**src/sv/gniu_pkg.sv**
```systemverilog
// Package with shared types, constants and helpers for the neighbourhood update block.
package gniu_pkg;

    localparam int PLAYER_SLOTS    = 256;
    localparam int NEIGHBOUR_SLOTS = 9;
    localparam int PID_W           = $clog2(PLAYER_SLOTS);
    localparam int MEM_DEPTH       = PLAYER_SLOTS * NEIGHBOUR_SLOTS;
    localparam int MEM_AW          = $clog2(MEM_DEPTH);
    localparam logic [7:0] NO_AREA = 8'hFF;

    localparam logic [1:0] REG_COLS  = 2'd0;
    localparam logic [1:0] REG_CELL  = 2'd1;
    localparam logic [1:0] REG_APR   = 2'd2;
    localparam logic [1:0] REG_COUNT = 2'd3;

    typedef struct packed {
        logic [7:0]  player_id;
        logic [31:0] position;
    } in_beat_t;

    typedef struct packed {
        logic [3:0] slot;
        logic [7:0] active_area;
        logic [7:0] inactive_area;
        logic       position_bad;
        logic       last;
    } out_beat_t;

    typedef struct packed {
        logic [15:0] position_columns;
        logic [7:0]  cell_size;
        logic [7:0]  areas_per_row;
        logic [7:0]  area_count;
    } cfg_t;

    // Classified job handed from the front part to the back part.
    typedef struct packed {
        logic [PID_W-1:0] pid;
        logic             bad;
        logic [7:0]       area;
    } job_t;

    typedef enum logic [2:0] {
        FR_IDLE, FR_DIV1, FR_DIV2, FR_DIV3, FR_DIV4, FR_DIV5, FR_MUL, FR_PUSH
    } front_state_t;

    typedef enum logic [2:0] {
        BK_CLEAR, BK_IDLE, BK_READ, BK_CMP, BK_EMIT
    } back_state_t;

endpackage

```
**src/sv/gniu_div.sv**
```systemverilog
// Restoring bit-serial divider, one quotient bit per cycle.
module gniu_div (
    input  logic        clk,
    input  logic        rst_n,
    input  logic        start,
    input  logic [31:0] dividend,
    input  logic [15:0] divisor,
    output logic        done,
    output logic [31:0] quotient,
    output logic [15:0] remainder
);
    logic [31:0] q_reg;
    logic [16:0] r_reg;
    logic [15:0] d_reg;
    logic [5:0]  cnt_reg;
    logic [16:0] shifted;
    logic [17:0] diff;

    assign shifted = {r_reg[15:0], q_reg[31]};
    assign diff    = {1'b0, shifted} - {2'b00, d_reg};

    always_ff @(posedge clk or negedge rst_n)
    begin
        if (!rst_n)
        begin
            cnt_reg <= 6'd0;
        end
        else if (start)
        begin
            cnt_reg <= 6'd32;
        end
        else if (cnt_reg != 6'd0)
        begin
            cnt_reg <= cnt_reg - 6'd1;
        end
    end

    always_ff @(posedge clk)
    begin
        if (start)
        begin
            q_reg <= dividend;
            r_reg <= 17'd0;
            d_reg <= (divisor == 16'd0) ? 16'd1 : divisor;
        end
        else if (cnt_reg != 6'd0)
        begin
            if (!diff[17])
            begin
                r_reg <= diff[16:0];
                q_reg <= {q_reg[30:0], 1'b1};
            end
            else
            begin
                r_reg <= shifted;
                q_reg <= {q_reg[30:0], 1'b0};
            end
        end
    end

    assign done      = (cnt_reg == 6'd1);
    assign quotient  = (!diff[17]) ? {q_reg[30:0], 1'b1} : {q_reg[30:0], 1'b0};
    assign remainder = (!diff[17]) ? diff[15:0] : shifted[15:0];
endmodule

```
**src/sv/gniu_front.sv**
```systemverilog
// Front part: splits the position, computes the area index and classifies it.
module gniu_front (
    input  logic            clk,
    input  logic            rst_n,
    input  gniu_pkg::cfg_t  cfg,
    input  logic            in_valid,
    output logic            in_stall,
    input  gniu_pkg::in_beat_t in_data,
    output logic            job_valid,
    input  logic            job_stall,
    output gniu_pkg::job_t  job
);
    gniu_pkg::front_state_t state_reg, state_next;
    logic [gniu_pkg::PID_W-1:0] pid_reg;
    logic [31:0] y_reg, row_reg;
    logic [15:0] x_reg;
    logic [15:0] col_reg;
    logic [39:0] area_reg;
    logic [7:0]  cell_div;

    logic        div_start;
    logic [31:0] div_a;
    logic [15:0] div_b;
    logic        div_done;
    logic [31:0] div_q;
    logic [15:0] div_r;

    assign cell_div = (cfg.cell_size == 8'd0) ? 8'd1 : cfg.cell_size;

    gniu_div u_div (
        .clk       (clk),
        .rst_n     (rst_n),
        .start     (div_start),
        .dividend  (div_a),
        .divisor   (div_b),
        .done      (div_done),
        .quotient  (div_q),
        .remainder (div_r)
    );

    always_ff @(posedge clk or negedge rst_n)
    begin
        if (!rst_n)
        begin
            state_reg <= gniu_pkg::FR_IDLE;
        end
        else
        begin
            state_reg <= state_next;
        end
    end

    always_comb
    begin
        state_next = state_reg;
        in_stall   = 1'b1;
        div_start  = 1'b0;
        div_a      = in_data.position;
        div_b      = cfg.position_columns;
        unique case (state_reg)
            gniu_pkg::FR_IDLE:
            begin
                in_stall = 1'b0;
                if (in_valid)
                begin
                    div_start  = 1'b1;
                    state_next = gniu_pkg::FR_DIV1;
                end
            end
            gniu_pkg::FR_DIV1:
            begin
                if (div_done)
                begin
                    state_next = gniu_pkg::FR_DIV2;
                end
            end
            gniu_pkg::FR_DIV2:
            begin
                div_start  = 1'b1;
                div_a      = y_reg;
                div_b      = {8'd0, cell_div};
                state_next = gniu_pkg::FR_DIV3;
            end
            gniu_pkg::FR_DIV3:
            begin
                if (div_done)
                begin
                    state_next = gniu_pkg::FR_DIV4;
                end
            end
            gniu_pkg::FR_DIV4:
            begin
                div_start  = 1'b1;
                div_a      = {16'd0, x_reg};
                div_b      = {8'd0, cell_div};
                state_next = gniu_pkg::FR_DIV5;
            end
            gniu_pkg::FR_DIV5:
            begin
                if (div_done)
                begin
                    state_next = gniu_pkg::FR_MUL;
                end
            end
            gniu_pkg::FR_MUL:
            begin
                state_next = gniu_pkg::FR_PUSH;
            end
            gniu_pkg::FR_PUSH:
            begin
                if (!job_stall)
                begin
                    state_next = gniu_pkg::FR_IDLE;
                end
            end
            default:
            begin
                state_next = gniu_pkg::FR_IDLE;
            end
        endcase
    end

    // The shared divider runs three times: position by columns, then row and
    // column each by the cell size.
    always_ff @(posedge clk)
    begin
        if (state_reg == gniu_pkg::FR_IDLE && in_valid)
        begin
            pid_reg <= in_data.player_id[gniu_pkg::PID_W-1:0];
        end
        if (state_reg == gniu_pkg::FR_DIV1 && div_done)
        begin
            y_reg <= div_q;
            x_reg <= div_r;
        end
        if (state_reg == gniu_pkg::FR_DIV3 && div_done)
        begin
            row_reg <= div_q;
        end
        if (state_reg == gniu_pkg::FR_DIV5 && div_done)
        begin
            col_reg <= div_q[15:0];
        end
        if (state_reg == gniu_pkg::FR_MUL)
        begin
            area_reg <= {8'd0, row_reg} * {32'd0, cfg.areas_per_row} + {24'd0, col_reg};
        end
    end

    assign job_valid = (state_reg == gniu_pkg::FR_PUSH);
    assign job.pid   = pid_reg;
    assign job.bad   = (area_reg >= {32'd0, cfg.area_count});
    assign job.area  = area_reg[7:0];
endmodule

```
**config.mk**
```make
export PLATFORM = sky130hd
export DESIGN_NAME = gniu_front
export DESIGN_NICKNAME = d
export VERILOG_FILES = /design/src/sv/gniu_pkg.sv /design/src/sv/gniu_div.sv /design/src/sv/gniu_front.sv
export SDC_FILE = /design/constraint.sdc
export NUM_CORES = 1
export LEC_CHECK = 0
export BUFFER_PORTS_ARGS = -buffer_cell sky130_fd_sc_hd__buf_4
export CORE_UTILIZATION = 35
export DETAILED_ROUTE_END_ITERATION = 12
export SLEW_MARGIN = 20
export SYNTH_ARGS = -nofsm -noshare
export SYNTH_HDL_FRONTEND = slang
export SYNTH_SLANG_ARGS = --single-unit
```
**constraint.sdc**
```tcl
create_clock -name clk -period 6.1 [get_ports clk]
set_input_delay 0.305 -clock clk [delete_from_list [all_inputs] [get_ports clk]]
set_output_delay 0.305 -clock clk [all_outputs]
set_load 0.05 [all_outputs]
```
==> flow_metrics.tcl, run 1 <==
set metrics [dict create \
    status "completed" \
    cp-end-kind "flop" \
    gp_congestion 0.842 \
    crit_top_cell "fa_1" \
    fin_area_um2 20100 \
    cpLargestDelayFamily "adder cells" \
    synth_area_um2 17800 \
    cts-buffers-inserted 26 \
    cp-start-kind "flop" \
    yosysUniqueCellTypes 71 \
    core_um2 50100 \
    routedWlPerCell_um 16.4 \
    crit_slowest_cell "fa_1" \
    ios 103 \
    grt_pass1_vias 12747 \
    dominantRegCellSynth "edfxtp_1" \
    max_stage_delay_ns 0.55 \
    tns_ns 0 \
    area_delta_synth_final_pct 13.3 \
    synth_seq_cells 217 \
    htreeDepth 1 \
    hold_ws_ns 0.0259 \
    dp_hpwl_um 30200 \
    place_area_um2 19200 \
    clk_latency_ns 0.56 \
    cts_resized 0 \
    synth_area_per_cell_um2 10.6 \
    drive_gt1_share_pct 10.3 \
    crit_buf_inv 2 \
    grt_pass1_wl_um 66300 \
    fp.dieW_um 227 \
    ys_top_cells_by_area "edfxtp_1 32%, fa_1 22%, ha_1 7.2%" \
    gr-usage-met2_pct 26.7 \
    grt_usage_pct 16.1 \
    hp-class "in -> reg" \
    clk_pin_slew_ns 0.07 \
    busiest_layer "met2" \
    grt_util_met3_pct 2.75 \
    ys_async_sr_fraction_pct 4.15 \
    tightest_slew_ns 0.883 \
    setup_viol 0 \
    cts.hold.buffers_added 9 \
    hold_violations 0 \
    largest_register_ffs 40 \
    finalCritPeriodShare_pct 87.1 \
    wl_um 40200 \
    cts_tree "done" \
    crit_required_ns 6.39 \
    period_needed_ns 5.31 \
    synth_nets 2056 \
    synth_top_area_share_pct 32.5 \
    post-cts-setup-buffers 0 \
    synthCells 1673 \
    vias 12028 \
    num_rows 82 \
    critPathArrivalTime_ns 5.61 \
    synth-edff-count 192 \
    ant_nets 0 \
    p_leak_uw 0.00872 \
    yosys_warnings 0 \
    grt_max_degree 74 \
    maxCapViolCount 0 \
    critPathMaxFanout 8 \
    antenna_cells 0 \
    antenna_found_initial 0 \
    drtIter0Drc 576 \
    fin_skew_ns 0.0184 \
    yosysSeqAreaShare_pct 35.5 \
    die_area_um2 51700 \
    rsz0062_at_grt "false" \
    crit_chain "and2_1, fa_1, fa_1, fa_1, inv_1, fa_1, inv_1, ha_1, a211oi_1, o21ai_1, nor4bb_1, or3_1, a211o_1, a31oi_4, o21ai_1, xor2_1" \
    max_clock_freq_ghz 0.188 \
    utilization_pct 40.2 \
    drv_slew 0 \
    yosysMostFrequentCell "inv_1" \
    via_per_inst 4.91 \
    final_nets 2139 \
    vdd_ir_drop_max_uv 300 \
    synth_area_leader_cell "edfxtp_1" \
    clockRootBuffer "clkbuf_16" \
    maxSlewHeadroom_pct 41.1 \
    start_util_pct 35.5 \
    clkSinkCount 217 \
    p_total_uw 8500 \
    die_h_um 227 \
    critPathKind "reg -> reg" \
    drt_pass1_iterations 5 \
    clockBufferDepth 3 \
    portBuffers 102 \
    drc_errors 0 \
    synth_common_cells "265 x inv_1, 202 x and2_1, 197 x fa_1" \
    p_per_area_nw_per_um2 422 \
    grt_use_met1_pct 22.6 \
    overflow 0 \
]
[routing by layer]
metal | wire length, um | share of wire (%) | vias to the layer above
met2 | 18600 | 46 | 250
met5 | 0 | 0 | -
met4 | 491 | 1.2 | 0
li1 | - | - | 5689
met3 | 1900 | 4.7 | 36
met1 | 19200 | 48 | 6053
[metrics by stage]
step / instances / worst slack (ns)
after global routing: 2448 / 0.511
after detailed placement: 2391 / 0.745
after global placement: 2391 / 0.802
after floorplan: 1673 / 1.16
final: 2448 / 0.785
after CTS: 2448 / 0.763
[placed cells by master (no fill, tap or decap), types with 27 or more instances in the layout]
cell type	count
edfxtp_1	192
nand2_1	116
xnor2_1	27
a21oi_1	51
o21ai_0	33
and2_1	202
fa_1	197
inv_1	264
nor2_1	108
buf_4	113
ha_1	102
[area by class of cell]
type / count / area, um^2
fillers: 4997 / 29900
inverters: 265 / 995
repair buffers: 122 / 938
clock inverters: 13 / 133
clock buffers: 35 / 714
flip-flops and latches: 217 / 6310
multi-input cells: 1124 / 10200
well taps: 672 / 841
[tightest hold or removal path: stages]
cell and delay (ns):
buf_4 0.10, o21ai_0 0.08, o31ai_1 0.06
[worst paths after layout]
| path | from | to | slack [ns] | depth (start not counted) |
|---|---|---|---|---|
| max in group asynchronous | rst_n | state_reg[2]$_DFFE_PN0P_ | 5.85 | 2 |
| hold / removal | job_stall | state_reg[2]$_DFFE_PN0P_ | 0.03 | 3 |
| hold reg to reg | u_div.q_reg[20]$_DFFE_PP_ | row_reg[21]$_DFFE_PP_ | 0.48 | 0 |
| setup / recovery | row_reg[2]$_DFFE_PP_ | area_reg[32]$_DFFE_PP_ | 0.79 | 16 |
| min in group asynchronous | rst_n | u_div.cnt_reg[3]$_DFFE_PN0P_ | 0.11 | 2 |
| setup reg to reg | row_reg[2]$_DFFE_PP_ | area_reg[32]$_DFFE_PP_ | 0.79 | 16 |
[where the power goes]
part           internal (uW)  switching [uW]  leakage (uW)  total, uW
clock network            875             650      0.000408       1530
registers               2270             248       0.00200       2510
logic                   1930            2530       0.00631       4460
total                   5070            3430       0.00872       8500
[logic make-up (layout without fill, tap and decap cells)]
group | Yosys count | in the layout | synth area share (%)
buf+inv | 332 | 435 | 7.27
simple gates | 513 | 513 | 14.9
flops | 217 | 217 | 35.5
xor+xnor | 42 | 42 | 2.07
compound gates | 257 | 257 | 10.0
fa+ha+maj | 299 | 299 | 29.4
mux | 13 | 13 | 0.852
No activity file was read; power rests on OpenSTA's default activity.
==> run 2, diff against run 1 <==
GPL_TIMING_DRIVEN = 0   (was unset)
==> run 2 against run 1 <==
Compared with the run above:
- flip-flop and latch count is the same
- cell area grew 2.0%
- largest power group unchanged
- setup slack lost 0.15 ns
- clock power grew 4%
- highest routed layer is now met5
- sequential share of layout area shrank 0.62 points
- die area is the same
- count of clock-buffer cells in the layout shrank 6
- power grew 1.9%
- non-clock buffer count grew 72
- register-to-register slack lost 0.15 ns
==> flow_metrics.tcl, run 2 (synthesis results as in run 1) <==
set metrics [dict create \
    ios 103 \
    final_nets 2211 \
    crit_top_cell "fa_1" \
    gp_congestion 0.873 \
    finalCritPeriodShare_pct 89.5 \
    fin_skew_ns 0.0258 \
    setup_viol 0 \
    cp-end-kind "flop" \
    clockRootBuffer "clkbuf_16" \
    wl_um 42800 \
    vdd_ir_drop_max_uv 293 \
    num_rows 82 \
    ant_nets 0 \
    htreeDepth 1 \
    fill_cells 4935 \
    fin_area_um2 20500 \
    die_h_um 227 \
    drive_gt1_share_pct 10.8 \
    hp-class "in -> reg" \
    cpLargestDelayFamily "adder cells" \
    critPathArrivalTime_ns 5.75 \
    post-cts-setup-buffers 0 \
    clk_latency_ns 0.57 \
    cts_resized 0 \
    routedWlPerCell_um 17.0 \
    grt_usage_pct 17.0 \
    cts-buffers-inserted 26 \
    maxCapViolCount 0 \
    clk_pin_slew_ns 0.06 \
    clkSinkCount 217 \
    hold_violations 0 \
    tightest_slew_ns 0.765 \
    drv_slew 0 \
    dp_hpwl_um 34900 \
    vias 12215 \
    core_um2 50100 \
    rsz0062_at_grt "false" \
    maxSlewHeadroom_pct 48.8 \
    largest_register_ffs 40 \
    clockBufferDepth 3 \
    p_per_area_nw_per_um2 422 \
    cp-start-kind "flop" \
    via_per_inst 4.84 \
    p_total_uw 8660 \
    crit_chain "and2_1, fa_1, fa_1, fa_1, inv_1, fa_1, inv_1, ha_1, a211oi_1, o21ai_1, nor4bb_1, or3_1, a211o_1, a31oi_4, o21ai_1, xor2_1" \
    crit_slowest_cell "fa_1" \
    portBuffers 102 \
    overflow 0 \
    max_clock_freq_ghz 0.183 \
    grt_pass1_wl_um 68100 \
    die_area_um2 51700 \
    max_stage_delay_ns 0.60 \
    place_area_um2 19500 \
    grt_max_degree 33 \
    tns_ns 0 \
    drt_pass1_iterations 5 \
    status "completed" \
    layout_commonest_cell "inv_1" \
    period_needed_ns 5.46 \
    crit_required_ns 6.39 \
    critPathKind "reg -> reg" \
    critPathMaxFanout 8 \
    drc_errors 0 \
    crit_buf_inv 2 \
    antenna_found_initial 2 \
    area_delta_synth_final_pct 15.6 \
    fp.dieW_um 227 \
    start_util_pct 35.5 \
    layout_common_cells "264 x inv_1, 202 x and2_1, 197 x fa_1, 192 x edfxtp_1, 118 x buf_4" \
    cts_tree "done" \
    hold_ws_ns 0.0308 \
    grt_pass1_vias 12575 \
    drtIter0Drc 734 \
    p_leak_uw 0.00891 \
]
[run 2: cell types whose count changed in the layout (fill, tap and decap cells not counted), sizes merged]
| cell | previous run | this run |
|---|---|---|
| clkinv | 8 | 12 |
| clkinvlp | 2 | 1 |
| buf | 113 | 132 |
| dlygate4sd3 | 9 | 15 |
| diode | 0 | 2 |
| clkbuf | 35 | 76 |
| bufinv | 1 | 4 |
[run 2: power breakdown]
part	switching (uW)	total [uW]	internal, uW
Sequential	243	2510	2260
Clock	636	1590	957
Combinational	2590	4560	1970
Total	3470	8660	5190
[run 2: metrics by stage]
stage          worst slack [ns]  util [%]  instances
2_1_floorplan              1.16         -       1673
3_5_place_dp              0.340      38.9       2457
5_1_grt                   0.482      41.0       2521
4_1_cts                   0.691      41.0       2520
6_report                  0.639      41.0       2522
3_3_place_gp             -0.404      38.7       2447
[run 2: cell type report]
class | instances | area (um^2) | area share (%)
antenna | 2 | 5.00 | 0.0244
buffer | 67 | 298 | 1.45
clock buffer | 29 | 662 | 3.22
clock inverter | 19 | 226 | 1.10
inverter | 265 | 995 | 4.84
multi-input combinational | 1124 | 10200 | 49.6
sequential | 217 | 6310 | 30.7
tap | 672 | 841 | 4.09
timing repair buffer | 127 | 1010 | 4.94
[run 2: repair_timing]
item | CTS | global route
hold buffers | 15 | 0
hold endpoints to repair | 23 | 0
setup endpoints to repair | 0 | 0
[run 2: routing by layer]
| metal | track usage [%] | routed length, um |
|---|---|---|
| met1 | 22.8 | 19400 |
| met2 | 28.7 | 20300 |
| met3 | 2.63 | 2030 |
| met4 | 4.42 | 1020 |
| met5 | 0 | 13 |
[run 2: path summary, 6_finish.rpt]
check                                           from                            to  slack (ns)  depth (start not counted)
max                             row_reg[5]$_DFFE_PP_        area_reg[32]$_DFFE_PP_        0.64                         16
max in group asynchronous                      rst_n      state_reg[1]$_DFFE_PN0P_        5.87                          2
max reg2reg                     row_reg[5]$_DFFE_PP_        area_reg[32]$_DFFE_PP_        0.64                         16
min reg2reg                u_div.q_reg[21]$_DFFE_PP_           y_reg[22]$_DFFE_PP_        0.49                          0
min                                          cfg[33]  u_div.d_reg[9]$_SDFFCE_PN0P_        0.03                          2
min in group asynchronous                      rst_n  u_div.cnt_reg[5]$_DFFE_PN0P_        0.09                          2
