===== src/sv/gniu_pkg.sv =====
// Package with shared types, constants and helpers for the neighbourhood update block.
package gniu_pkg;

    localparam int PLAYER_SLOTS    = 256;
    localparam int NEIGHBOUR_SLOTS = 9;
    localparam int PID_W           = $clog2(PLAYER_SLOTS);
    localparam int MEM_DEPTH       = PLAYER_SLOTS * NEIGHBOUR_SLOTS;
    localparam int MEM_AW          = $clog2(MEM_DEPTH);
    localparam logic [7:0] NO_AREA = 8'hFF;

    localparam logic [1:0] REG_COLS  = 2'd0;
    localparam logic [1:0] REG_CELL  = 2'd1;
    localparam logic [1:0] REG_APR   = 2'd2;
    localparam logic [1:0] REG_COUNT = 2'd3;

    typedef struct packed {
        logic [7:0]  player_id;
        logic [31:0] position;
    } in_beat_t;

    typedef struct packed {
        logic [3:0] slot;
        logic [7:0] active_area;
        logic [7:0] inactive_area;
        logic       position_bad;
        logic       last;
    } out_beat_t;

    typedef struct packed {
        logic [15:0] position_columns;
        logic [7:0]  cell_size;
        logic [7:0]  areas_per_row;
        logic [7:0]  area_count;
    } cfg_t;

    // Classified job handed from the front part to the back part.
    typedef struct packed {
        logic [PID_W-1:0] pid;
        logic             bad;
        logic [7:0]       area;
    } job_t;

    typedef enum logic [2:0] {
        FR_IDLE, FR_DIV1, FR_DIV2, FR_DIV3, FR_DIV4, FR_DIV5, FR_MUL, FR_PUSH
    } front_state_t;

    typedef enum logic [2:0] {
        BK_CLEAR, BK_IDLE, BK_READ, BK_CMP, BK_EMIT
    } back_state_t;

endpackage


===== src/sv/gniu_queue.sv =====
// Two-entry queue that decouples the front part from the back part.
module gniu_queue (
    input  logic           clk,
    input  logic           rst_n,
    input  logic           wr_valid,
    output logic           wr_stall,
    input  gniu_pkg::job_t wr_data,
    output logic           rd_valid,
    input  logic           rd_stall,
    output gniu_pkg::job_t rd_data
);
    gniu_pkg::job_t mem_reg [2];
    logic       wp_reg, rp_reg;
    logic [1:0] cnt_reg;
    logic       push, pop;

    assign wr_stall = (cnt_reg == 2'd2);
    assign rd_valid = (cnt_reg != 2'd0);
    assign push     = wr_valid && !wr_stall;
    assign pop      = rd_valid && !rd_stall;
    assign rd_data  = mem_reg[rp_reg];

    always_ff @(posedge clk or negedge rst_n)
    begin
        if (!rst_n)
        begin
            wp_reg  <= 1'b0;
            rp_reg  <= 1'b0;
            cnt_reg <= 2'd0;
        end
        else
        begin
            if (push)
            begin
                wp_reg <= ~wp_reg;
            end
            if (pop)
            begin
                rp_reg <= ~rp_reg;
            end
            cnt_reg <= cnt_reg + {1'b0, push} - {1'b0, pop};
        end
    end

    always_ff @(posedge clk)
    begin
        if (push)
        begin
            mem_reg[wp_reg] <= wr_data;
        end
    end
endmodule


===== config.mk =====
export PLATFORM = sky130hd
export DESIGN_NAME = gniu_queue
export DESIGN_NICKNAME = d
export VERILOG_FILES = /design/src/sv/gniu_pkg.sv /design/src/sv/gniu_queue.sv
export SDC_FILE = /design/constraint.sdc
export NUM_CORES = 1
export LEC_CHECK = 0
export BUFFER_PORTS_ARGS = -buffer_cell sky130_fd_sc_hd__buf_2
export CORE_ASPECT_RATIO = 0.7
export CORE_MARGIN = 10
export CORE_UTILIZATION = 35
export CTS_CLUSTER_DIAMETER = 60
export CTS_CLUSTER_SIZE = 40
export DETAILED_ROUTE_END_ITERATION = 8
export PLACE_DENSITY = 0.59
export SLEW_MARGIN = 25
export SYNTH_ARGS = -nofsm -noshare
export SYNTH_HDL_FRONTEND = slang
export SYNTH_SLANG_ARGS = --single-unit

===== constraint.sdc =====
create_clock -name clk -period 1.9 [get_ports clk]
set_clock_uncertainty 0.1 [all_clocks]
set_input_delay 0.19 -clock clk [delete_from_list [all_inputs] [get_ports clk]]
set_output_delay 0.19 -clock clk [all_outputs]
set_load 0.03 [all_outputs]

==> results by group, run 1 <==
Run status
  • Status: complete, no violations

GRT
  • Total GRT Usage: under 10%
  • Largest net degree at the start of global routing: 18
  • Vias in the first global route: 927
  • Grt ovf: 0
  • First-pass GRT wire length: approximately 4400 um
  • Initial antenna violation count: 0

Synth
  • Most frequent cell after synthesis: edfxtp_1
  • Post-synth top area share: 68.7%
  • Syn Nets: 94
  • Synth cell count leaders: edfxtp_1, mux2_4, mux2_2, dfrtp_1, xnor2_1
  • Cell accounting for the most synthesized area: edfxtp_1
  • Post-Syn Area: between 1000 and 1500 sq um
  • Top_reg_cell synth: edfxtp_1
  • Syn avg cell area: ~21 sq um
  • #FFs+latches synth: 38
  • Seq/Total Area, Yosys: 75.5%
  • Yosys cell types: 16
  • Synthesis warning total: 0
  • Async set or reset register ratio after synthesis: 10.5%
  • Synth Instances: 71
  • Main area contributors after synthesis: edfxtp_1, mux2_4, dfrtp_1
  • Number of synthesized flops with an enable pin: 34

Clock network
  • Worst skew pair latency: 0.27 ns
  • CTS buffer count: 5
  • Clock sinks: 38
  • CTS tree: done
  • CTS root buf: clkbuf_8
  • CTS HTree Levels: 2
  • Max Root-Sink Buffers: 2
  • Postcts setup bufs: 0
  • Clock slew at reported path FFs: ~0.060 ns

Timing
  • Fmax: 0.566 GHz
  • Final Critical Period: 1.77 ns
  • RSZ-0062 raised after global routing: no
  • Slew Viols, Final: 0
  • Worst slew margin: 83.7%
  • Final setup fails: 0
  • Fin crit share: 93.0%
  • Final Hold Fails: 0
  • Worst-Margin Slew: ~0.25 ns
  • Setup TNS: 0 ns

Routing
  • Post-route ant nets: 0
  • DRT iter0 DRCs: 21
  • Drt first pass iters: 4
  • DRC Markers: 0
  • Via count: between 700 and 800
  • Routed WL: 2650 um
  • WL/cell: 14.3 um
  • Vias per inst: roughly 4.2

Finish
  • Register area: 1120 sq um
  • Max FFs per register: 34
  • Finished Cell Area: 1970 sq um
  • Synth-to-layout area growth: 32.9%
  • Multi-input gate area: 328 sq um
  • Fillers: ~340
  • Post-layout nets: roughly 160
  • # diodes: 0
  • Fraction of layout cells with a size suffix above 1: around half

Critical path
  • Max incr delay on CP: roughly 0.40 ns
  • CP Launch Type: register
  • Crit path max-delay family: adder cells
  • Worst EP required: 2.00 ns
  • Critical-path top delay cell: dfrtp_1
  • Critical Path Sink Type: register
  • Crit path kind: reg -> reg
  • CP Data Arrival Time: 1.86 ns
  • Number of buffer and inverter stages on the critical path: 1
  • CP Cell Sequence: or2_1, nor2b_4, ha_1, inv_1, ha_1, xnor2_1, xnor2_1
  • Critical path fanouts, max: 3

Floorplan
  • Chip width: just under 100 um
  • # rows: 19
  • IO Count: 40
  • DIE AREA: 7290 sq um
  • Chip Height: around 75 um
  • Initial core utilization: 37.0%
  • Core box area: 4020 sq um

Hold path
  • Worst hold path type: in -> reg

Placed design
  • Port Buffers: 39
  • Cell Area, Placed: roughly 1700 sq um
  • Routability cong.: ~0.66

Power and ir drop
  • Leakage power: slightly above 0.8 nW
  • Pwr Density: 1520 nW/um^2
  • IR drop worst, VDD: between 0.6 and 0.7 mV

Run
  • Max-cap violation count: 0
power breakdown:
| group | internal (mW) | switching [mW] |
|---|---|---|
| Clock | 0.252 | 0.232 |
| Combinational | 0.521 | 0.776 |
| Sequential | 1.16 | 0.0692 |
| Total | 1.93 | 1.08 |
area by class of cell:
cell class / count / area share (%)
timing repair buffer: 58 / 19.0
clock buffer: 7 / 3.87
tap: 52 / 3.30
inverter: 2 / 0.380
sequential: 38 / 56.8
multi-input combinational: 29 / 16.6
layout by cell type (no fill, tap or decap), drive strengths merged:
| cell type | Yosys | routed |
|---|---|---|
| xnor2 | 3 | 3 |
| ha | 2 | 2 |
| buf | 2 | 43 |
| mux2 | 17 | 17 |
| inv | 2 | 2 |
| dlygate4sd3 | 0 | 15 |
| xor2 | 1 | 1 |
| nor2b | 1 | 1 |
| edfxtp | 34 | 34 |
| and3 | 1 | 1 |
| or2 | 1 | 1 |
| dfrtp | 4 | 4 |
| nor2 | 1 | 1 |
| clkbuf | 0 | 7 |
| nand2b | 1 | 1 |
| nand2 | 1 | 1 |
layer usage:
metal | part of all wire (%) | global-route usage (%)
met5 | 0 | 0
met2 | 47 | 12.4
met4 | 1.1 | 2.89
met3 | 7.5 | 4.44
met1 | 45 | 8.60
cell families after synthesis:
| family | count (synthesis) | share of synthesized area, % |
|---|---|---|
| xor gates and xnor gates | 4 | 2.36 |
| DFF | 38 | 75.5 |
| muxes | 17 | 15.2 |
| adders and majority gates | 2 | 1.68 |
| buffers and inverters | 4 | 2.61 |
| and+or+nand+nor | 6 | 2.70 |
final timing paths:
kind	to	startpoint	cells after the start	slack, ns
worst min-delay path	mem_reg[1][14]	wr_data[14]	1	0.01
max in group asynchronous	cnt_reg[0]	rst_n	2	1.43
worst max-delay path	cnt_reg[1]	cnt_reg[1]	7	0.13
min in group asynchronous	rp_reg	rst_n	2	0.15
worst min register to register	wp_reg	wp_reg	1	0.43
worst max register to register	cnt_reg[1]	cnt_reg[1]	7	0.13
through the flow:
step	hold slack (ns)	setup WS [ns]	power [mW]	instances	utilization [%]
floorplan	-0.206	0.0591	2.23	71	-
global placement	-0.103	0.216	2.50	164	43.5
detailed placement	-0.0990	0.138	2.54	164	43.5
CTS	0.000453	0.118	3.06	184	48.6
global route	0.00209	0.00700	3.20	186	49.1
finish	0.0144	0.134	3.01	186	49.1
timing repair:
| action | 4_1_cts | 5_1_grt |
|---|---|---|
| hold endpoints to repair | 27 | 4 |
| resized for setup | 0 | 0 |
| hold buffers | 13 | 2 |
| endpoints found under the setup margin | 0 | 0 |
(Power assumes the default switching activity.)
==> run 2: changes to the inputs <==
--- a/config.mk
+++ b/config.mk
@@ -8,11 +8,11 @@
 export BUFFER_PORTS_ARGS = -buffer_cell sky130_fd_sc_hd__buf_2
 export CORE_ASPECT_RATIO = 0.7
 export CORE_MARGIN = 10
-export CORE_UTILIZATION = 35
+export CORE_UTILIZATION = 25
 export CTS_CLUSTER_DIAMETER = 60
 export CTS_CLUSTER_SIZE = 40
 export DETAILED_ROUTE_END_ITERATION = 8
-export PLACE_DENSITY = 0.59
+export PLACE_DENSITY = 0.44
 export SLEW_MARGIN = 25
 export SYNTH_ARGS = -nofsm -noshare
 export SYNTH_HDL_FRONTEND = slang
==> constraint.sdc (replaced) <==
create_clock -name clk -period 2.11 [get_ports clk]
set_clock_uncertainty 0.1 [all_clocks]
set_input_delay 0.211 -clock clk [delete_from_list [all_inputs] [get_ports clk]]
set_output_delay 0.211 -clock clk [all_outputs]
set_load 0.03 [all_outputs]
==> run 2 against run 1 <==
Clock power down 3%. Critical endpoint unchanged. Critical path type unchanged. Core utilization down 16 points. Register-to-register slack better by 0.16 ns. Wire length up 9.5%. Non-clock buffer count down 12. Sequential power down 9.8%. Setup slack better by 0.16 ns.
==> results by group, run 2 (same netlist as run 1, synthesis figures left out) <==
Run status
  • Status: complete, no violations

Power and ir drop
  • Sequential power share: 40.2% (-0.5 points)
  • Logic pwr share: 42.7% (-0.4 points)
  • Cell-internal power: 1.72 mW (-11%)
  • Leakage power: 0.759 nW (-5.8%)
  • Pwr Density: 1450 nW/um^2 (-5.0%)
  • Switching fraction of total power: 37.1% (+1.2 points)
  • Clk pwr share: 17.1% (+1.0 points)
  • Sw Pwr: 1.01 mW (-5.8%)
  • IR drop worst, VDD: 0.387 mV (-43%)

Finish
  • Finished Cell Area: 1890 sq um (-4.2%)
  • Fraction of layout cells with a size suffix above 1: 56.1% (+6.1 points)
  • Post-layout nets: 145 (-7.6%)
  • Max FFs per register: 34 (unchanged)
  • Synth-to-layout area growth: 27.3%
  • # diodes: 0 (unchanged)
  • Most common cell after layout, fill and taps aside: buf_2
  • Most frequent cells in the layout: buf_2, edfxtp_1, mux2_4

Critical path
  • CP Launch Type: register
  • Worst Reg-to-Reg Cells: 7 (unchanged)
  • Reg-to-reg endpoint: cnt_reg[1]
  • FF-to-FF Start: cnt_reg[1]
  • Flop2flop setup slack: 0.30 ns (+0.16 ns)
  • Worst EP required: 2.21 ns (+0.21 ns)
  • Critical path fanouts, max: 3 (unchanged)
  • CP Data Arrival Time: 1.91 ns (+0.05 ns)
  • Crit path kind: reg -> reg
  • Critical Path Sink Type: register

Floorplan
  • IO Count: 40 (unchanged)
  • Chip Height: 84.5 um (+13%)
  • Initial core utilization: 25.8% (-11 points)
  • Chip width: 112 um (+15%)
  • Core box area: 5760 sq um (+43%)
  • # rows: 23 (+4)
  • DIE AREA: 9470 sq um (+30%)

GRT
  • Grt ovf: 0 (unchanged)
  • Initial antenna violation count: 0 (unchanged)
  • First-pass GRT wire length: 4620 um (+4.7%)
  • Total GRT Usage: 6.27% (-1.5 points)
  • Largest net degree at the start of global routing: 18 (unchanged)
  • Vias in the first global route: 924 (-0.32%)

Clock network
  • CTS buffer count: 5 (unchanged)
  • CTS root buf: clkbuf_8
  • Worst skew pair latency: 0.27 ns (about the same)
  • CTS HTree Levels: 2 (unchanged)
  • Clock sinks: 38 (unchanged)
  • Clock slew at reported path FFs: 0.07 ns (about the same)
  • Max Root-Sink Buffers: 2 (unchanged)
  • CTS tree: done

Timing
  • Setup TNS: 0 ns (unchanged)
  • Slew Viols, Final: 0 (unchanged)
  • RSZ-0062 raised after global routing: no
  • Fmax: 0.551 GHz (-2.7%)
  • Fin crit share: 86.0% (-6.9 points)
  • Final setup fails: 0 (unchanged)
  • Worst-Margin Slew: 0.258 ns (+0.0132 ns)
  • Final Hold Fails: 0 (unchanged)
  • Final Critical Period: 1.81 ns (+0.0486 ns)
  • Worst slew margin: 82.8% (-0.88 points)

Routing
  • Routed WL: 2900 um (+9.5%)
  • DRC Markers: 0 (unchanged)
  • DRT iter0 DRCs: 17 (-19%)
  • Post-route ant nets: 0 (unchanged)
  • Drt first pass iters: 3 (-1)
  • WL/cell: 14.7 um (+2.9%)
  • Via count: 771 (-1.7%)
  • Vias per inst: 3.89 (-7.6%)

Hold path
  • Hold path start: wr_data[1]
  • Hold path endpoint: mem_reg[1][1]
  • Worst hold path type: in -> reg
  • Worst hold path depth: 1 (unchanged)

Placed design
  • Port Buffers: 39 (unchanged)
  • Cell Area, Placed: 1780 sq um (+1.6%)
  • Placed wire-length estimate: 2090 um
  • Routability cong.: 0.642 (-2.1%)

Run
  • Max-cap violation count: 0 (unchanged)
run 2: worst max-delay path by stage:
| stage | to | depth (start not counted) | slack (ns) | startpoint |
|---|---|---|---|---|
| floorplan | cnt_reg[1] | 7 | 0.27 | cnt_reg[1] |
| global placement | cnt_reg[1] | 7 | 0.42 | cnt_reg[1] |
| finish | cnt_reg[1] | 7 | 0.30 | cnt_reg[1] |
| detailed placement | cnt_reg[1] | 7 | 0.34 | cnt_reg[1] |
| global route | cnt_reg[1] | 7 | 0.21 | cnt_reg[1] |
| CTS | cnt_reg[1] | 7 | 0.32 | cnt_reg[1] |
run 2: final cells by class:
cell class	instances	area [sq um]
Tap cell	75	93.8
Multi-Input combinational cell	29	328
Fill cell	582	3860
Timing Repair Buffer	46	255
Sequential cell	38	1120
Clock inverter	3	16.3
Inverter	2	7.51
Clock buffer	5	68.8
run 2: worst max-delay path, stage by stage (launching register included):
cell and delay, ns:
dfrtp_1 0.40, or2_1 0.26, nor2b_4 0.14, ha_1 0.28, inv_1 0.04, ha_1 0.18, xnor2_1 0.19, xnor2_1 0.15
run 2: layer usage:
metal	track usage, %	vias to the layer above	wire length [um]
li1	-	366	-
met5	0	-	0
met3	2.70	3	146
met4	1.38	0	15
met2	11.0	27	1500
met1	6.90	375	1250
run 2: timing repair:
action,4_1_cts,5_1_grt
buffers inserted,0,0
hold buffers,2,1
hold endpoints to repair,6,2
resized for setup,0,0
run 2: metrics by stage:
step | setup slack, ns | hold slack [ns] | power, mW | util, % | std cells
after global placement | 0.420 | -0.0783 | 2.28 | 30.8 | 187
after global routing | 0.208 | 0.000130 | 2.91 | 32.8 | 198
after CTS | 0.320 | 0.00333 | 2.80 | 32.7 | 197
after detailed placement | 0.341 | -0.0811 | 2.31 | 30.8 | 187
after floorplan | 0.269 | -0.185 | 2.00 | - | 71
final | 0.295 | 0.0154 | 2.73 | 32.8 | 198
run 2: power groups by stage:
stage                     clock network, mW  logic, mW  registers [mW]
after detailed placement                  0       1.19            1.12
after global placement                    0       1.17            1.11
after floorplan                           0      0.904            1.10
after global routing                  0.522       1.26            1.12
after CTS                             0.493       1.20            1.10
final                                 0.469       1.17            1.10
==> run 3: changes to the inputs <==
--- a/config.mk
+++ b/config.mk
@@ -6,13 +6,15 @@
 export NUM_CORES = 1
 export LEC_CHECK = 0
 export BUFFER_PORTS_ARGS = -buffer_cell sky130_fd_sc_hd__buf_2
+export CELL_PAD_IN_SITES_DETAIL_PLACEMENT = 1
+export CELL_PAD_IN_SITES_GLOBAL_PLACEMENT = 1
 export CORE_ASPECT_RATIO = 0.7
 export CORE_MARGIN = 10
 export CORE_UTILIZATION = 25
 export CTS_CLUSTER_DIAMETER = 60
 export CTS_CLUSTER_SIZE = 40
 export DETAILED_ROUTE_END_ITERATION = 8
-export PLACE_DENSITY = 0.44
+export PLACE_DENSITY = 0.5
 export SLEW_MARGIN = 25
 export SYNTH_ARGS = -nofsm -noshare
 export SYNTH_HDL_FRONTEND = slang
==> run 3 against run 2 <==
Via count grew 6.9%. Wire length grew 8.4%. Die area is the same. Count of clock-buffer cells in the layout is the same. Critical path depth shrank 4. Core utilization grew 2.4 points. Largest power group unchanged.
==> results by group, run 3 (same netlist as run 1, synthesis figures left out) <==
Clock network
  • CTS tree: done
  • PostCTS Resize Cnt: 0 (unchanged)
  • CTS Hold Bufs: 2 (unchanged)
  • Max Root-Sink Buffers: 2 (unchanged)
  • Postcts setup bufs: 0 (unchanged)
  • CTS HTree Levels: 2 (unchanged)
  • CTS root buf: clkbuf_8
  • Clock sinks: 38 (unchanged)
  • Worst skew pair latency: 0.28 ns (about the same)
  • CTS buffer count: 5 (unchanged)
  • Clock slew at reported path FFs: 0.07 ns (about the same)

GRT
  • Vias in the first global route: 977 (+5.7%)
  • Total GRT Usage: 6.74% (+0.47 points)
  • Met3 Use GR: 3.84% (+1.1 points)
  • Largest net degree at the start of global routing: 18 (unchanged)
  • First-pass GRT wire length: 4940 um (+7.0%)
  • Global-route layer with the greatest usage: met2
  • Grt ovf: 0 (unchanged)
  • GR met2 Demand/Resource: 12.2% (+1.2 points)
  • Initial antenna violation count: 0 (unchanged)
  • Met1 GRT Util: 6.36% (-0.54 points)

Timing
  • Worst-Margin Slew: 0.281 ns (+0.0225 ns)
  • Final setup fails: 0 (unchanged)
  • RSZ-0062 raised after global routing: no
  • Setup TNS: 0 ns (unchanged)
  • Final Hold Fails: 0 (unchanged)
  • Slew Viols, Final: 0 (unchanged)
  • Fmax: 0.543 GHz (-1.5%)
  • Hold WS: 0.0209 ns (+0.00555 ns)
  • Fin crit share: 87.3% (+1.3 points)
  • Final Critical Period: 1.84 ns (+0.0278 ns)
  • Worst slew margin: 81.3% (-1.5 points)

Hold path
  • Worst hold path type: in -> reg
  • Worst hold path depth: 1 (unchanged)

Floorplan
  • # rows: 23 (unchanged)
  • Initial core utilization: 25.8% (unchanged)
  • IO Count: 40 (unchanged)
  • Chip Height: 84.5 um (unchanged)
  • Core box area: 5760 sq um (unchanged)
  • DIE AREA: 9470 sq um (unchanged)
  • Chip width: 112 um (unchanged)

Critical path
  • Crit path max-delay family: flip-flops
  • Critical Path Sink Type: output port
  • CP Cell Sequence: buf_12, mux2_2, buf_2
  • Worst EP required: 1.80 ns (-0.41 ns)
  • Crit path kind: reg -> out
  • Critical path fanouts, max: 14 (+11)
  • Worst Reg-to-Reg Cells: 7 (unchanged)
  • CP Launch Type: register
  • Crit. path cell count: 3 (-4)
  • Number of buffer and inverter stages on the critical path: 2 (+1)
  • Max incr delay on CP: 0.50 ns (+0.10 ns)
  • CP Data Arrival Time: 1.53 ns (-0.38 ns)
  • Critical-path top delay cell: dfrtp_1

Finish
  • Synth-to-layout area growth: 36.6%
  • Fraction of layout cells with a size suffix above 1: 51.9% (-4.2 points)
  • Post-layout nets: 153 (+5.5%)
  • Max FFs per register: 34 (unchanged)
  • Most frequent cells in the layout: buf_2, edfxtp_1, dlygate4sd3_1
  • Most common cell after layout, fill and taps aside: buf_2
  • # diodes: 0 (unchanged)

Power and ir drop
  • Clk pwr share: 23.6% (+6.5 points)
  • IR drop worst, VDD: 0.521 mV (+34%)
  • Sw Pwr: 1.03 mW (+1.5%)
  • Switching fraction of total power: 34.1% (-3.0 points)
  • Sequential power share: 37.1% (-3.1 points)
  • Logic pwr share: 39.3% (-3.4 points)
  • Cell-internal power: 1.99 mW (+16%)
  • Leakage power: 0.822 nW (+8.3%)
  • Pwr Density: 1490 nW/um^2 (+2.9%)

Routing
  • DRC Markers: 0 (unchanged)
  • Vias per inst: 4.00 (+2.7%)
  • DRT iter0 DRCs: 12 (-5)
  • Via count: 824 (+6.9%)
  • Routed WL: 3150 um (+8.4%)
  • Post-route ant nets: 0 (unchanged)
  • WL/cell: 15.3 um (+4.2%)
  • Drt first pass iters: 3 (unchanged)

Run
  • Max-cap violation count: 0 (unchanged)

Placed design
  • Routability cong.: 0.631 (-1.7%)
  • Port Buffers: 39 (unchanged)

Run status
  • Status: complete, no violations
## run 3: changes by cell type in the layout (fill, tap and decap cells not counted)
cell	change
dlygate4sd3_1	+8
nor2_2	-1
buf_12	+1
buf_4	-1
clkinv_2	-1
nor2_1	+1
bufinv_16	+2
clkinvlp_4	-1
## run 3: path summary, 6_finish.rpt
| path | start | endpoint | slack [ns] |
|---|---|---|---|
| max in group asynchronous | rst_n | cnt_reg[1] | 1.62 |
| worst max register to register | cnt_reg[1] | cnt_reg[1] | 0.30 |
| worst min-delay path | wr_data[16] | mem_reg[1][16] | 0.02 |
| min in group asynchronous | rst_n | wp_reg | 0.16 |
| worst min register to register | wp_reg | wp_reg | 0.42 |
| worst max-delay path | rp_reg | rd_data[6] | 0.27 |
## run 3: stage by stage
stage	instances	utilization, %	area, sq um	setup slack, ns	power [mW]
after global routing	206	35.2	2030	0.163	3.21
after detailed placement	187	31.0	1790	0.317	2.35
after global placement	187	31.0	1790	0.424	2.29
after CTS	197	33.7	1940	0.216	3.08
after floorplan	71	-	1490	0.269	2.00
final	206	35.2	2030	0.268	3.02
## run 3: area by class of cell
type                       count  area (sq um)
fill                         615          3730
sequential                    38          1120
timing repair buffer          54           348
multi-input combinational     29           325
tap                           75          93.8
clock buffer                   5          68.8
clock inverter                 3          63.8
inverter                       2          7.51
## run 3: layer usage
metal  vias to the layer above  routed length [um]  share of wire (%)
met5                         -                   0                  0
met4                         0                  33                1.0
li1                        384                   -                  -
met3                         7                 243                7.7
met2                        25                1710                 54
met1                       408                1160                 37
## run 3: power groups by stage
| stage | Sequential, mW | Combinational, mW | Clock, mW |
|---|---|---|---|
| global route | 1.14 | 1.29 | 0.783 |
| detailed placement | 1.14 | 1.20 | 0 |
| floorplan | 1.10 | 0.904 | 0 |
| CTS | 1.13 | 1.21 | 0.737 |
| finish | 1.12 | 1.19 | 0.713 |
| global placement | 1.13 | 1.17 | 0 |
